--- config.mk ---
export PLATFORM = sky130hd
export DESIGN_NAME = lsc_split
export DESIGN_NICKNAME = d
export VERILOG_FILES = /design/src/lsc_pkg.sv /design/src/lsc_split.sv
export SDC_FILE = /design/constraint.sdc
export NUM_CORES = 1
export LEC_CHECK = 0
export ABC_AREA = 0
export BUFFER_PORTS_ARGS = -buffer_cell sky130_fd_sc_hd__buf_2
export CAP_MARGIN = 10
export CORE_MARGIN = 3
export CORE_UTILIZATION = 30
export CTS_BUF_LIST = sky130_fd_sc_hd__clkbuf_4
export CTS_CLUSTER_DIAMETER = 200
export DETAILED_ROUTE_END_ITERATION = 8
export HOLD_SLACK_MARGIN = 0.05
export PLACE_DENSITY_LB_ADDON = 0.15
export SYNTH_ARGS = -nofsm -noshare
export SYNTH_HDL_FRONTEND = slang
export SYNTH_SLANG_ARGS = --single-unit
--- constraint.sdc ---
create_clock -name clk -period 3.8 [get_ports clk]
set_input_delay 0.38 -clock clk [delete_from_list [all_inputs] [get_ports clk]]
set_output_delay 0.38 -clock clk [all_outputs]
set_load 0.02 [all_outputs]
--- src/lsc_pkg.sv ---
// ----------------------------------------------------------------------------
// LRU set-associative cache lookup: shared package
// Default sizes, configuration register indexes, outcome codes, sequencer
// states and the status bundle between the lookup engine and the top level.
// ----------------------------------------------------------------------------
package lsc_pkg;

    localparam int MAX_SETS_DEF  = 64;
    localparam int MAX_WAYS_DEF  = 8;
    localparam int ADDR_BITS_DEF = 64;

    // Width of the address field on the port.
    localparam int ADDR_FIELD_W = 64;
    localparam int CNT_TOTAL_W  = 32;
    localparam int CFG_DATA_W   = 5;
    localparam int CFG_INDEX_W  = 2;

    localparam logic [2:0] SET_BITS_RST    = 3'd1;
    localparam logic [4:0] OFFSET_BITS_RST = 5'd4;
    localparam logic [3:0] WAYS_RST        = 4'd1;

    localparam logic [CNT_TOTAL_W-1:0] CNT_SAT = '1;

    typedef enum logic [CFG_INDEX_W-1:0] {
        CFG_SET_BITS    = 2'd0,
        CFG_OFFSET_BITS = 2'd1,
        CFG_WAYS        = 2'd2
    } cfg_index_t;

    typedef enum logic [1:0] {
        OUT_HIT   = 2'd0,
        OUT_FILL  = 2'd1,
        OUT_EVICT = 2'd2
    } outcome_t;

    typedef enum logic [2:0] {
        ST_IDLE,
        ST_READ,
        ST_LOAD,
        ST_SCAN,
        ST_UPDATE,
        ST_WRITE,
        ST_REPORT
    } lsc_state_t;

    typedef struct packed {
        logic     busy;
        logic     done;
        outcome_t outcome;
    } lsc_status_t;

endpackage

--- src/lsc_split.sv ---
// ----------------------------------------------------------------------------
// Address split
// Applies the configured field sizes to an address and registers the tag,
// the set index and the effective way count for the lookup engine.
// ----------------------------------------------------------------------------
module lsc_split #(
    parameter int MAX_SETS  = lsc_pkg::MAX_SETS_DEF,
    parameter int MAX_WAYS  = lsc_pkg::MAX_WAYS_DEF,
    parameter int ADDR_BITS = lsc_pkg::ADDR_BITS_DEF
) (
    input  logic                              clk,
    input  logic                              load,
    input  logic [lsc_pkg::ADDR_FIELD_W-1:0]  address,
    input  logic [2:0]                        set_index_bits,
    input  logic [4:0]                        block_offset_bits,
    input  logic [3:0]                        ways_in_use,
    output logic [ADDR_BITS-3:0]              tag,
    output logic [$clog2(MAX_SETS)-1:0]       set_idx,
    output logic [$clog2(MAX_WAYS+1)-1:0]     ways
);

    localparam int TAG_W = ADDR_BITS - 2;
    localparam int SET_W = $clog2(MAX_SETS);
    localparam int CNT_W = $clog2(MAX_WAYS + 1);
    // Largest usable set-bit count: floor(log2(MAX_SETS)).
    localparam int SMAX = $clog2(MAX_SETS + 1) - 1;
    localparam logic [3:0] SMAX_V = 4'(SMAX);
    localparam logic [4:0] MAXW_V = 5'(MAX_WAYS);

    logic [3:0]           s_eff;
    logic [4:0]           b_eff;
    logic [4:0]           w_eff;
    logic [5:0]           shamt;
    logic [ADDR_BITS-1:0] addr_use;
    logic [ADDR_BITS-1:0] tag_shift;
    logic [ADDR_BITS-1:0] set_shift;
    logic [TAG_W-1:0]     tag_c;
    logic [SET_W-1:0]     set_c;

    logic [TAG_W-1:0]     tag_reg;
    logic [SET_W-1:0]     set_reg;
    logic [CNT_W-1:0]     ways_reg;

    always_comb
    begin
        s_eff = {1'b0, set_index_bits};
        if (s_eff == 4'd0)
        begin
            s_eff = 4'd1;
        end
        if (s_eff > SMAX_V)
        begin
            s_eff = SMAX_V;
        end

        b_eff = block_offset_bits;
        if (b_eff == 5'd0)
        begin
            b_eff = 5'd1;
        end

        w_eff = {1'b0, ways_in_use};
        if (w_eff == 5'd0)
        begin
            w_eff = 5'd1;
        end
        if (w_eff > MAXW_V)
        begin
            w_eff = MAXW_V;
        end

        shamt     = 6'(s_eff) + 6'(b_eff);
        addr_use  = address[ADDR_BITS-1:0];
        tag_shift = addr_use >> shamt;
        set_shift = addr_use >> b_eff;
        // The shift is at least two, so the top two bits are always zero.
        tag_c     = tag_shift[TAG_W-1:0];
        for (int i = 0; i < SET_W; i++)
        begin
            set_c[i] = set_shift[i] & (i < int'(s_eff));
        end
    end

    always_ff @(posedge clk)
    begin
        if (load)
        begin
            tag_reg  <= tag_c;
            set_reg  <= set_c;
            ways_reg <= CNT_W'(w_eff);
        end
    end

    assign tag     = tag_reg;
    assign set_idx = set_reg;
    assign ways    = ways_reg;

endmodule

==> Flow_metrics.wiki, run 1 <==
{| class="wikitable"
! Metric !! Value
|-
| Run status || finished clean
|-
| Power density of the placed cells || 423 nW/um^2
|-
| Largest register FFs || 62
|-
| Routed length per instance || 21.9 um
|-
| Final weighted congestion in routability-driven placement || 0.910
|-
| Initial antenna violation count || 1
|-
| Die footprint || 28900 um^2
|-
| Sum of routed wire length over all layers || 31400 um
|-
| Number of global-route vias before repair || 7838
|-
| Cell row count || 59
|-
| Final count of negative-setup-slack endpoints || 0
|-
| Post-CTS Hold Buffers || 0
|-
| Die width || 170 um
|-
| Number of standard cells after synthesis || 864
|-
| Net switching share of the total power || 44.2%
|-
| Type of the worst setup path || primary input to flip-flop
|-
| Max capacitance violation total || 0
|-
| Number of clock sinks || 72
|-
| Post-route setup TNS || 0 ns
|-
| Primary flip-flop cell chosen by synthesis mapping || sky130_fd_sc_hd__edfxtp_1
|-
| Height of the chip || 170 um
|-
| Cell at the root of the clock tree || sky130_fd_sc_hd__clkbuf_4
|-
| Post-synth top area cell || sky130_fd_sc_hd__edfxtp_1
|-
| Post-route ant nets || 0
|-
| Area fraction of the dominant cell type after synthesis || 26.8%
|-
| Switching Power || 0.00189 W
|-
| Largest fanout on the critical path || 12
|-
| Post-Layout Cell Count || 1433
|-
| Sequential power share || 26.4%
|-
| RSZ-0062 raised after global routing || false
|-
| Average cell area after synthesis || 9.32 um^2
|-
| Highest attainable clock frequency || 274 MHz
|-
| Most frequent cell after synthesis || sky130_fd_sc_hd__mux2i_1
|-
| Number of violations reported at the end of detailed-routing iteration 0 || 774
|-
| Leftover overflow at the end of global routing || 0
|-
| Most frequent cells after synthesis || 185 x sky130_fd_sc_hd__mux2i_1, 113 x sky130_fd_sc_hd__nand2_1, 72 x sky130_fd_sc_hd__edfxtp_1
|-
| Count of state elements after synthesis || 72
|-
| Cell total after placement || 1417
|-
| Sequential share of the synthesized area || 26.8%
|-
| Number of remaining DRC errors || 0
|-
| Shortest period the worst path allows || 3.65 ns
|-
| CTS clk-pin slew, worst paths || 0.11 ns
|-
| Rel. slew slack || 55.1%
|-
| Mapped cell area || 8060 um^2
|-
| Starting density of the core || 30.7%
|-
| Post-CTS setup repair buffer count || 0
|-
| Number of distinct library cells after synthesis || 75
|-
| Number of cells on the worst hold path || 1
|-
| Kind of end point of the critical path || flip-flop
|-
| Launch instance of the worst min-delay path || ways_in_use[3]
|-
| WP data required || 3.97 ns
|-
| Synth area leaders || sky130_fd_sc_hd__edfxtp_1 27%, sky130_fd_sc_hd__mux2i_1 23%, sky130_fd_sc_hd__mux4_2 7.5%, sky130_fd_sc_hd__nand2_1 5.3%, sky130_fd_sc_hd__mux2_2 3.2%
|-
| Peak VDD IR || 111 uV
|-
| Hold violation count in the final report || 0
|-
| Critical-path top delay cell || sky130_fd_sc_hd__fa_4
|-
| Share of power burned in the clock network || 9.4%
|-
| Pin count of the biggest net entering global routing || 52
|-
| Net count after synthesis || 946
|-
| Synth-to-layout area growth || 25.4%
|-
| Core Box Area || 26200 um^2
|-
| Internal Pwr Total || 0.00239 W
|-
| Data arrival time of the worst path || 3.81 ns
|-
| Via total after detailed routing || 8047
|-
| Post-route total power || 0.00428 W
|-
| Hold WS || 0.178 ns
|-
| End point of the most critical hold path || ways[3]
|-
| Number of buffers inserted during clock tree synthesis || 9
|-
| Share of cells above drive strength 1 || 34.9%
|-
| Warnings, synthesis || 0
|-
| First-pass GRT wire length || 47600 um
|-
| GRT Total Usage || 21.1%
|-
| Slowest Stage Delay on Critical Path || 0.89 ns
|-
| Reported leakage power || 4.42 nW
|-
| Number of I/O port buffers || 149
|-
| Number of top-level pins || 150
|-
| Final nets || 1175
|-
| First-pass detailed-route iteration total || 5
|-
| Worst slew pin tran || 0.673 ns
|-
| Comb power frac || 64.2%
|-
| DP Wirelength || 25100 um
|-
| Ys async rst share || 0%
|-
| Count of flip-flops with a built-in enable after synthesis || 72
|-
| Kind of path behind the tightest hold check || primary input to flip-flop
|-
| Tcrit/Tclk final || 96.0%
|-
| Vias per Instance || 5.62
|-
| TritonCTS clock tree || done
|-
| H-tree depth || 3
|-
| Buffers from clock root to sink, at most || 2
|-
| Kind of launch point of the worst setup path || primary input
|-
| Chain of cells forming the critical path || buf_2 -> nor4_4 -> or2_1 -> ha_4 -> inv_1 -> fa_4 -> buf_4 -> mux2i_1 -> mux2i_1 -> mux2_2 -> buf_4 -> mux2_2 -> a32oi_1 -> o21ai_1
|-
| Max-slew violation count || 0
|-
| Critical Path Source || block_offset_bits[4]
|}
==> stage by stage <==
stage	util, %	setup WS [ns]	instance area [um^2]
floorplan	-	0.0252	8080
global placement	38.2	-0.400	10000
global route	38.6	0.0105	10100
detailed placement	38.2	-0.412	10000
CTS	38.5	0.0414	10100
finish	38.6	0.151	10100
==> cells by family after synthesis <==
logic type                 after synthesis  synth area share, %
xor gates and xnor gates                 4                0.621
and+or+nand+nor                        253                 14.6
buffers and inverters                   88                 6.04
muxes                                  235                 33.8
DFF                                     72                 26.8
adders and majority gates                4                0.715
AOI/OAI and AO/OA                      208                 17.4
==> power by group through the flow <==
| stage | Combinational, W | Clock [W] | Sequential (W) |
|---|---|---|---|
| after detailed placement | 0.00272 | 0 | 0.00115 |
| after global routing | 0.00294 | 0.000446 | 0.00114 |
| after CTS | 0.00272 | 0.000415 | 0.00113 |
| final | 0.00275 | 0.000402 | 0.00113 |
| after floorplan | 0.00140 | 0 | 0.00133 |
| after global placement | 0.00272 | 0 | 0.00115 |
==> critical path, delay by kind of cell <==
family | cells | cell delay [ns]
adders and majority gates | 2 | 1.05
muxes | 4 | 0.98
buffers and inverters | 4 | 0.52
and+or+nand+nor | 2 | 0.50
AOI/OAI and AO/OA | 2 | 0.37
==> repair_timing <==
| item | CTS | global route |
|---|---|---|
| hold endpoints to repair | 0 | 0 |
| setup endpoints to repair | 0 | 8 |
| resized for setup | 0 | 1 |
==> cells in the final DEF, fill, tap and decap left out, types with 10 or more instances in the layout <==
| master | n |
|---|---|
| sky130_fd_sc_hd__buf_2 | 149 |
| sky130_fd_sc_hd__and2_1 | 11 |
| sky130_fd_sc_hd__nand3_1 | 27 |
| sky130_fd_sc_hd__a21oi_1 | 36 |
| sky130_fd_sc_hd__nand2_1 | 113 |
| sky130_fd_sc_hd__edfxtp_1 | 72 |
| sky130_fd_sc_hd__mux2_2 | 23 |
| sky130_fd_sc_hd__nor2b_1 | 14 |
| sky130_fd_sc_hd__o211ai_1 | 16 |
| sky130_fd_sc_hd__a211oi_1 | 10 |
| sky130_fd_sc_hd__o21ai_0 | 41 |
| sky130_fd_sc_hd__mux4_2 | 27 |
| sky130_fd_sc_hd__o22ai_1 | 14 |
| sky130_fd_sc_hd__clkbuf_4 | 10 |
| sky130_fd_sc_hd__nor2_1 | 46 |
| sky130_fd_sc_hd__mux2i_1 | 182 |
| sky130_fd_sc_hd__buf_4 | 144 |
| sky130_fd_sc_hd__a32oi_1 | 11 |
==> cell type report <==
cell class                      instances  area, um^2
Sequential cell                        72        2160
Timing Repair Buffer                  297        1910
Fill cell                            2744       16100
Tap cell                              335         419
Clock buffer                           10        75.1
Clock inverter                          5        25.0
Inverter                                9        33.8
Antenna cell                            1        2.50
Multi-Input combinational cell        704        5480
==> per-layer routing <==
metal / share of wire [%] / up-vias / wire length, um / track usage (%)
li1: - / 3790 / - / -
met1: 48 / 3898 / 15100 / 32.3
met2: 44 / 330 / 13900 / 31.9
met3: 6.7 / 29 / 2120 / 2.56
met4: 1.1 / 0 / 352 / 4.23
met5: 0 / - / 0 / 0
==> how the worst max path moves through the flow <==
stage	end	slack, ns	cells past startpoint
after floorplan	tag[9]	0.03	15
after global placement	tag[17]	-0.40	14
after detailed placement	tag[17]	-0.41	14
after CTS	tag[17]	0.04	14
after global routing	tag[17]	0.01	14
final	tag[17]	0.15	14
(Power assumes the default switching activity.)
==> inputs of run 2 (changes only) <==
--- a/config.mk
+++ b/config.mk
@@ -6,8 +6,10 @@
 export NUM_CORES = 1
 export LEC_CHECK = 0
 export ABC_AREA = 0
+export ABC_CLOCK_PERIOD_IN_PS = 3800
 export BUFFER_PORTS_ARGS = -buffer_cell sky130_fd_sc_hd__buf_2
 export CAP_MARGIN = 10
+export CORE_ASPECT_RATIO = 0.75
 export CORE_MARGIN = 3
 export CORE_UTILIZATION = 30
 export CTS_BUF_LIST = sky130_fd_sc_hd__clkbuf_4
==> run 2 against run 1 <==
Net effect:
- critical endpoint is now tag[3]
- clock power rose by 50%
- clock-buffer cell count fell by 1
- global-route usage rose by 0.30 points
- worst setup slack improved by 0.080 ns
- design area fell by 0.87%
- largest power group unchanged
- flip-flop and latch count did not move
- routed wire length rose by 1.3%
==> Flow_metrics.wiki, run 2 (synthesized netlist as in run 1, its figures left out) <==
{| class="wikitable"
! Metric !! Value
|-
| Highest attainable clock frequency || 280 MHz
|-
| Type of the worst setup path || primary input to flip-flop
|-
| Number of remaining DRC errors || 0
|-
| Leftover overflow at the end of global routing || 0
|-
| Cell at the root of the clock tree || sky130_fd_sc_hd__clkbuf_4
|-
| Cell row count || 51
|-
| H-tree depth || 3
|-
| Height of the chip || 148 um
|-
| Post-CTS setup repair buffer count || 0
|-
| Largest register FFs || 62
|-
| Number of gates resized after CTS || 0
|-
| Kind of launch point of the worst setup path || primary input
|-
| Buffers from clock root to sink, at most || 2
|-
| Launch instance of the worst min-delay path || ways_in_use[3]
|-
| Last element of the critical path || tag[3]
|-
| TritonCTS clock tree || done
|-
| Number of buffers inserted during clock tree synthesis || 9
|-
| Reported leakage power || 4.33 nW
|-
| Largest fanout on the critical path || 36
|-
| Number of clock sinks || 72
|-
| Die footprint || 28900 um^2
|-
| Number of violations reported at the end of detailed-routing iteration 0 || 791
|-
| First-pass GRT wire length || 48100 um
|-
| Rel. slew slack || 13.5%
|-
| Synth-to-layout area growth || 24.3%
|-
| Max capacitance violation total || 0
|-
| WP data required || 4.10 ns
|-
| Core Box Area || 26200 um^2
|-
| DP Wirelength || 24800 um
|-
| Hold WS || 0.149 ns
|-
| Sum of routed wire length over all layers || 31800 um
|-
| Tcrit/Tclk final || 93.9%
|-
| Utilization after layout || 38.3%
|-
| Number of global-route vias before repair || 7589
|-
| Run status || finished clean
|-
| RSZ-0062 raised after global routing || false
|-
| GRT Total Usage || 21.4%
|-
| Worst slew pin tran || 1.29 ns
|-
| Starting density of the core || 30.8%
|-
| Vias per Instance || 5.66
|-
| Kind of path behind the tightest hold check || primary input to flip-flop
|-
| Final nets || 1150
|-
| Max-slew violation count || 0
|-
| Share of cells above drive strength 1 || 33.6%
|-
| Sequential cell area in the final layout || 2160 um^2
|-
| Shortest period the worst path allows || 3.57 ns
|-
| Number of I/O port buffers || 149
|-
| Final weighted congestion in routability-driven placement || 0.912
|-
| Filler instances || 2675
|-
| Via total after detailed routing || 8026
|-
| Highest-count cells in the layout ignoring fill and taps || 182 x sky130_fd_sc_hd__mux2i_1, 148 x sky130_fd_sc_hd__buf_2, 118 x sky130_fd_sc_hd__buf_4, 113 x sky130_fd_sc_hd__nand2_1, 72 x sky130_fd_sc_hd__edfxtp_1
|-
| Leading cell type in the layout, fill and taps excluded || sky130_fd_sc_hd__mux2i_1
|-
| Power density of the placed cells || 444 nW/um^2
|-
| Number of top-level pins || 150
|-
| Pin count of the biggest net entering global routing || 73
|-
| First-pass detailed-route iteration total || 6
|-
| Post-route ant nets || 0
|-
| Initial antenna violation count || 1
|-
| Post-CTS Hold Buffers || 0
|-
| CTS clk-pin slew, worst paths || 0.14 ns
|-
| Hold violation count in the final report || 0
|-
| Peak VDD IR || 207 uV
|-
| Final count of negative-setup-slack endpoints || 0
|-
| Multi-input logic area || 5480 um^2
|-
| Routed length per instance || 22.4 um
|-
| Critical Path Source || block_offset_bits[4]
|-
| Die width || 195 um
|-
| Kind of end point of the critical path || flip-flop
|-
| Data arrival time of the worst path || 3.87 ns
|}
==> run 2: changes by cell type in the layout (fill, tap and decap cells not counted), sizes merged <==
cell,change
buf,-25
bufinv,+2
inv,+1
clkbuf,-1
clkinv,-2
==> run 2: routing by layer <==
layer	wire length (um)	track usage, %
met1	15700	33.4
met2	12800	29.9
met3	2810	4.99
met4	442	4.03
met5	0	0
==> run 2: report_power, final <==
part           internal [W]  switching [W]  total (W)  leakage [nW]
combinational       0.00114        0.00157    0.00271          3.55
sequential          0.00108      0.0000568    0.00114         0.698
clock              0.000267       0.000333   0.000601        0.0826
==> run 2: critical path: stages <==
cell and delay (ns):
sky130_fd_sc_hd__buf_2 0.12, sky130_fd_sc_hd__nor4_4 0.27, sky130_fd_sc_hd__or2_0 0.24, sky130_fd_sc_hd__ha_4 0.16, sky130_fd_sc_hd__inv_1 0.04, sky130_fd_sc_hd__fa_4 0.86
sky130_fd_sc_hd__buf_12 0.26, sky130_fd_sc_hd__mux2i_1 0.12, sky130_fd_sc_hd__buf_4 0.16, sky130_fd_sc_hd__mux2i_1 0.17, sky130_fd_sc_hd__buf_4 0.13, sky130_fd_sc_hd__mux2i_1 0.07
sky130_fd_sc_hd__mux2i_1 0.47, sky130_fd_sc_hd__mux2i_1 0.20, sky130_fd_sc_hd__a22oi_1 0.20
==> run 2: worst min-delay path by stage <==
stage,slack (ns),cells past startpoint,to
6_report,0.15,1,ways[3]
5_1_grt,0.13,1,ways[3]
4_1_cts,0.12,1,ways[3]
3_5_place_dp,0.62,1,ways[3]
3_3_place_gp,0.62,1,ways[3]
2_1_floorplan,0.49,0,set_idx[0]
==> run 2: final cells by class <==
type	instances	area share, %
Inverter	9	0.337
Antenna cell	1	0.0250
Sequential cell	72	21.6
Timing Repair Buffer	272	17.4
Clock buffer	9	0.675
Clock inverter	6	0.937
Tap cell	344	4.30
Multi-Input combinational cell	704	54.7
==> run 2: through the flow <==
stage	cell area (um^2)	instances	TNS (ns)	power (W)	setup slack, ns
global route	10000	1417	0	0.00470	0.0677
CTS	10000	1416	0	0.00444	0.283
floorplan	8080	864	0	0.00274	0.0252
global placement	9850	1401	-2.92	0.00383	-0.230
detailed placement	9850	1401	-4.84	0.00382	-0.239
finish	10000	1417	0	0.00445	0.231
